<file path="src/sv/abscl_pkg.sv">
// Shared types, constants and helpers for the scan clustering block.
`default_nettype none
package abscl_pkg;
  localparam int unsigned MaxClustersDef = 32;
  localparam int unsigned PosW   = 18;
  localparam int unsigned RangeW = 17;
  localparam int unsigned IdW    = 5;
  localparam int unsigned CntW   = 12;
  localparam int unsigned EvW    = 3;
  localparam int unsigned DistW  = 37;
  localparam int unsigned CfgW   = 17;
  localparam int unsigned CfgIdxW = 2;

  localparam logic [CntW-1:0] CntMax = '1;

  localparam logic [CfgIdxW-1:0] REG_RATIO  = 2'd0;
  localparam logic [CfgIdxW-1:0] REG_SIGMA  = 2'd1;
  localparam logic [CfgIdxW-1:0] REG_RECON  = 2'd2;
  localparam logic [CfgIdxW-1:0] REG_MINPTS = 2'd3;

  localparam logic [EvW-1:0] EV_DROP   = 3'd0;
  localparam logic [EvW-1:0] EV_NEW    = 3'd1;
  localparam logic [EvW-1:0] EV_APPEND = 3'd2;
  localparam logic [EvW-1:0] EV_RECON  = 3'd3;
  localparam logic [EvW-1:0] EV_FULL   = 3'd4;

  typedef enum logic [2:0] {
    CELL_HOLD,
    CELL_DIST,
    CELL_DSHIFT,
    CELL_LOAD,
    CELL_TAKE,
    CELL_CLEAR
  } cell_op_e;

  typedef struct packed {
    logic signed [PosW-1:0] x;
    logic signed [PosW-1:0] y;
    logic [IdW-1:0]         id;
    logic [CntW-1:0]        cnt;
  } cell_data_t;

  function automatic logic [CntW-1:0] bump(input logic [CntW-1:0] c);
    bump = (c == CntMax) ? c : c + CntW'(1);
  endfunction
endpackage
`default_nettype wire

</file>
<file path="src/sv/abscl_cell.sv">
// One cluster cell: tail point, id, count and a shiftable squared distance.
`default_nettype none
module abscl_cell (
  input  wire logic                          clk_i,
  input  wire logic                          rst_ni,
  input  wire abscl_pkg::cell_op_e           op_i,
  input  wire logic signed [abscl_pkg::PosW-1:0] pt_x_i,
  input  wire logic signed [abscl_pkg::PosW-1:0] pt_y_i,
  input  wire abscl_pkg::cell_data_t         load_i,
  input  wire abscl_pkg::cell_data_t         nbr_i,
  input  wire logic [abscl_pkg::DistW-1:0]   nbr_d_i,
  output abscl_pkg::cell_data_t              data_o,
  output logic [abscl_pkg::DistW-1:0]        d_o
);
  import abscl_pkg::*;

  cell_data_t data_q, data_d;
  logic [DistW-1:0] d_q, d_d;
  logic signed [PosW:0] dx, dy;
  logic [PosW-1:0] ax, ay;
  logic [2*PosW-1:0] sx, sy;

  always_comb begin
    dx = {pt_x_i[PosW-1], pt_x_i} - {data_q.x[PosW-1], data_q.x};
    dy = {pt_y_i[PosW-1], pt_y_i} - {data_q.y[PosW-1], data_q.y};
    ax = dx[PosW] ? PosW'(-dx) : dx[PosW-1:0];
    ay = dy[PosW] ? PosW'(-dy) : dy[PosW-1:0];
    sx = ax * ax;
    sy = ay * ay;
    data_d = data_q;
    d_d    = d_q;
    case (op_i)
      CELL_DIST:   d_d = DistW'(sx) + DistW'(sy);
      CELL_DSHIFT: d_d = nbr_d_i;
      CELL_LOAD:   data_d = load_i;
      CELL_TAKE:   data_d = nbr_i;
      CELL_CLEAR:  data_d = '0;
      default:     ;
    endcase
  end

  always_ff @(posedge clk_i or negedge rst_ni) begin
    if (!rst_ni) begin
      data_q <= '0;
      d_q    <= '0;
    end else begin
      data_q <= data_d;
      d_q    <= d_d;
    end
  end

  assign data_o = data_q;
  assign d_o    = d_q;
endmodule
`default_nettype wire

</file>
<file path="config.mk">
export PLATFORM = sky130hd
export DESIGN_NAME = abscl_cell
export DESIGN_NICKNAME = d
export VERILOG_FILES = /design/src/sv/abscl_pkg.sv /design/src/sv/abscl_cell.sv
export SDC_FILE = /design/constraint.sdc
export NUM_CORES = 2
export LEC_CHECK = 0
export BUFFER_PORTS_ARGS = -buffer_cell sky130_fd_sc_hd__buf_4
export CORE_MARGIN = 10
export CORE_UTILIZATION = 40
export CTS_BUF_LIST = sky130_fd_sc_hd__clkbuf_8
export CTS_CLUSTER_DIAMETER = 60
export DETAILED_ROUTE_END_ITERATION = 8
export SYNTH_ARGS = -nofsm -noshare
export SYNTH_HDL_FRONTEND = slang
export SYNTH_SLANG_ARGS = --single-unit
</file>
<file path="constraint.sdc">
create_clock -name clk_i -period 13.5 [get_ports clk_i]
set_clock_uncertainty 0.15 [all_clocks]
set_input_delay 0 -clock clk_i [delete_from_list [all_inputs] [get_ports clk_i]]
set_output_delay 0 -clock clk_i [all_outputs]
set_load 0.05 [all_outputs]
</file>
-- Yosys cells after proc, flatten, opt, wreduce, memory -nomap -nowiden
Cells that the tools add are included.
- eq/ne operators: 5
- $mul: 2
- muxes and demuxes: 4
- add/sub/neg operators: 5
- reduce and logical (&&, ||, !) cells: 2
- operators by type and width (cell ; count):
    $pmux 53 s3 ; 1
    $pmux 37 s2 ; 1
    $mul 18x18->36 ; 2
    $sub 18x18->19 ; 2
    $add 36x36->37 ; 1
    $mux 18 ; 2
    $neg 18->18 ; 2
    $eq 3x2->1 const B ; 2
    $eq 3x3->1 const B ; 2
    $eq 3x1->1 const B ; 1
    $reduce_bool 3->1 ; 1
    $reduce_bool 2->1 ; 1
- input bits: 184
- logic and storage cells: 23
- output and inout bits: 90
- flip-flop bits (word level): 90

-- Depth between registers and ports, before layout
- depth after elaboration: 6
- gate-level depth with buffers: 43
- mapped depth without buffers: 41

-- Worst setup path after synthesis
Ideal clock, no wire load.
- path kind: reg2reg
- start: reg data_q, in the netlist data_o[35]
- end: reg d_q[36], in the netlist d_o[36]
- path buffers: 3
- setup slack: 3015 ps
- cell stages (with the launch flop): 41
- data arrival time: 10214 ps
- cell sequence: dfrtp_1 > ha_1 > fa_1 > nand2b_1 > a21boi_2 > o21ai_1 > a311o_1 > a21o_1 > a311o_1 > a31o_1 > clkbuf_1 > a21oi_1 > clkbuf_1 > clkbuf_1 > nor2_1 > fa_1 > inv_1 > fa_1 > (+5 left out) > fa_1 > inv_1 > fa_1 > fa_1 > inv_1 > fa_1 > ha_1 > and3_1 > a221o_1 > a31oi_1 > a211o_1 > a41oi_1 > nor2_1 > nor2_1 > o22ai_1 > nand2_1 > mux2_1 > a32o_1
- word-level cells in the longest chain between the ends: 6
- RTL lines (item ; RTL line ; text):
    start, declared ; abscl_cell.sv:17 ; cell_data_t data_q, data_d;
    start signal, assigned ; abscl_cell.sv:47 ; data_q <= data_d;
    $sub 18x18->19 (*) ; abscl_cell.sv:24 ; dx = {pt_x_i[PosW-1], pt_x_i} - {data_q.x[PosW-1], data_q.x};
    $neg 18->18 ; abscl_cell.sv:26 ; ax = dx[PosW] ? PosW'(-dx) : dx[PosW-1:0];
    $mux 18 (*) ; abscl_cell.sv:26 ;
    $mul 18x18->36 (*) ; abscl_cell.sv:28 ; sx = ax * ax;
    $add 36x36->37 (*) ; abscl_cell.sv:33 ; CELL_DIST: d_d = DistW'(sx) + DistW'(sy);
    $pmux 37 s2 (*) ; abscl_cell.sv:32 ; case (op_i)
    end signal, assigned ; abscl_cell.sv:45 ; d_q <= '0;
    end signal, assigned ; abscl_cell.sv:48 ; d_q <= d_d;
    end, declared ; abscl_cell.sv:18 ; logic [DistW-1:0] d_q, d_d;
Mark *: on every way between the ends. The rest lies on a longest branch, timed or not.
A chain may end at the register's enable or synchronous reset.

-- Worst setup path in the final report
Ends and elaborated chain as after synthesis.

==> flow_summary.json <==
{
  "worstSetupPathType": "reg2reg",
  "clockBufferDepth": 2,
  "period_minus_slack_ns": 11.62,
  "first_pass_iters": 6,
  "grt_max_degree": 77,
  "cts_tree": "yes",
  "hold_viol_final": 0,
  "cts_root_buffer": "clkbuf_8",
  "core_area_um2": 63000,
  "routed_wl_um": 74200,
  "syn_area_um2": 25400,
  "drv_slew": 0,
  "tns_ns": 0,
  "dieArea_um2": 74100,
  "synth_fp_nets": 3812,
  "route.detailed.drc": 0,
  "post-dp-hpwl_um": 61500,
  "ys_seq_area_share_pct": 8.85,
  "arrival_ns": 11.81,
  "register_area_um2": 2250,
  "synth_area_leaders": "fa_1 (40%), ha_1 (11%), inv_1 (11%), dfrtp_1 (8.9%), nor2_1 (3.6%)",
  "syn_area_per_cell_um2": 8.77,
  "yosysWarnings": 0,
  "max_slew_margin_pct": 23.2,
  "place_ws_ns": 1.94,
  "vias": 20806,
  "dieHeight_um": 272,
  "drt.antenna.violating_nets": 0,
  "fin_crit_sh_pct": 86.1,
  "grt_pass1_wl_um": 119000,
  "ios": 274,
  "fillerInstances": 6139,
  "via_per_inst": 5.04,
  "cts_setup_buffers": 0,
  "numPortBuffers": 273,
  "ys_types": 81,
  "antenna_found_initial": 1,
  "fin_nets": 4190,
  "cap_violations": 0,
  "multi_input_area_um2": 20000,
  "initial_core_util_pct": 40.4,
  "ys.flop_type": "dfrtp_1",
  "crit_required_ns": 13.69,
  "cts_inserted_buffers": 9,
  "endpoint_kind": "flip-flop",
  "core.rowCount": 92,
  "tightest_slew_ns": 1.15,
  "cp_slowest_stage_delay_ns": 0.75,
  "fmax_mhz": 86.1,
  "synth-edff-count": 0,
  "cp_common_cell": "fa_1",
  "grt_overflow": 0,
  "syn_inst": 2900,
  "synth_common_cells": "inv_1 (731), fa_1 (503), nor2_1 (247)",
  "routabilityCongestion": 0.886,
  "synth_most_common_cell": "inv_1",
  "insertion_delay_ns": 0.44,
  "cts.sinks": 90,
  "worst_hold_path_type": "in2reg",
  "clkTransAtPathRegs_ns": 0.12,
  "synth-async-reset-ratio_pct": 100,
  "yosys.area.top_type": "fa_1",
  "routedWlPerCell_um": 18.0,
  "worst-path-max-fanout": 12,
  "grt_pass1_vias": 22341,
  "worstSetupStartpointType": "flip-flop",
  "area_growth_pct": 18.9,
  "synth-seq-cells": 90,
  "finalSetupViolCount": 0,
  "grt_usage_pct": 20.2,
  "die_w_um": 272,
  "outcome": "finished, final reports clean",
  "drive_gt1_share_pct": 11.6,
  "drt_iter0_markers": 1018,
  "cts-htree-levels": 3,
  "worst_slack_ns": 1.88,
  "slowest_stage": "xor2_1",
  "grt_setup_unrepaired": "no",
  "synth_top_area_share_pct": 39.6,
  "antenna_cells": 0
}
-- placed cells by master (no fill, tap or decap), types with 13 or more instances in the layout --
master / instances
buf_4: 312
fa_1: 503
nand2_1: 186
inv_1: 732
xnor2_1: 37
a21oi_1: 140
o21ai_0: 74
nand3_1: 15
ha_1: 225
nor2_1: 246
a21o_1: 32
or2_2: 22
and2_1: 13
nor3_1: 20
and3_1: 62
a211oi_1: 60
dfrtp_1: 90
nand2b_1: 33
dlygate4sd3_1: 162
a22oi_1: 57
xor2_1: 44
-- flip-flops by register name, indices dropped and copies added, names as in the netlist --
signal	count
d_o	37
data_o	53
-- critical path: cells and delay by family (launching register included) --
family / cells / cell delay [ns]
adder cells (fa/ha/maj): 11 / 4.60
AO/OA/AOI/OAI: 13 / 3.49
AND/OR/NAND/NOR: 7 / 1.11
XOR/XNOR: 1 / 0.75
buffers and inverters: 3 / 0.66
flip-flops: 1 / 0.44
multiplexers: 1 / 0.30
-- kinds of logic after synthesis --
family                     count (synthesis)  share of synthesized area [%]
AOI/OAI and AO/OA                        475                           12.4
muxes                                     16                          0.649
buffers and inverters                    853                           12.6
xor gates and xnor gates                  82                           2.88
DFF                                       90                           8.85
adders and majority gates                728                           50.7
and+or+nand+nor                          656                           11.9
-- path summary, 6_finish.rpt --
kind                                             start                      to  slack [ns]  cells past startpoint
max in group asynchronous                       rst_ni     d_o[20]$_DFFE_PN0P_       11.96                      4
worst max-delay path            data_o[35]$_DFFE_PN0P_     d_o[36]$_DFFE_PN0P_        1.88                     36
worst max register to register  data_o[35]$_DFFE_PN0P_     d_o[36]$_DFFE_PN0P_        1.88                     36
worst min register to register     d_o[29]$_DFFE_PN0P_     d_o[29]$_DFFE_PN0P_        0.34                      2
min in group asynchronous                       rst_ni  data_o[19]$_DFFE_PN0P_        0.48                      4
worst min-delay path                       nbr_d_i[35]     d_o[35]$_DFFE_PN0P_        0.21                      4
-- per-layer routing --
layer  share of wire [%]  track usage (%)  up-vias
met5               0.024                0        -
met1                  39             24.2    10390
met2                  52             36.1      556
met3                 5.8             3.55      105
met4                 3.3             6.86        2
li1                    -                -     9753
-- stage by stage --
stage	utilization [%]	cell area [um^2]	hold WS, ns	cells
3_3_place_gp	45.2	28400	-0.140	3950
2_1_floorplan	-	25400	-0.446	2900
3_5_place_dp	45.2	28400	-0.135	3950
6_report	48.0	30300	0.205	4129
5_1_grt	48.0	30300	0.216	4129
4_1_cts	48.0	30300	0.170	4129
-- cell type report --
type | instances | area share [%]
Multi-Input combinational cell | 1957 | 66.1
Timing Repair Buffer | 475 | 13.2
Inverter | 745 | 9.24
Sequential cell | 90 | 7.44
Tap cell | 846 | 3.50
Clock buffer | 10 | 0.455
Clock inverter | 6 | 0.136
-- timing repair --
| action | 4_1_cts | 5_1_grt |
|---|---|---|
| endpoints found under the hold margin | 127 | 0 |
| hold buffers | 163 | 0 |
| gates resized for setup | 0 | 0 |
Power is left out: the tool's default activity adds up to more than one toggle a clock period on the data nets, which glitch-free logic cannot reach.
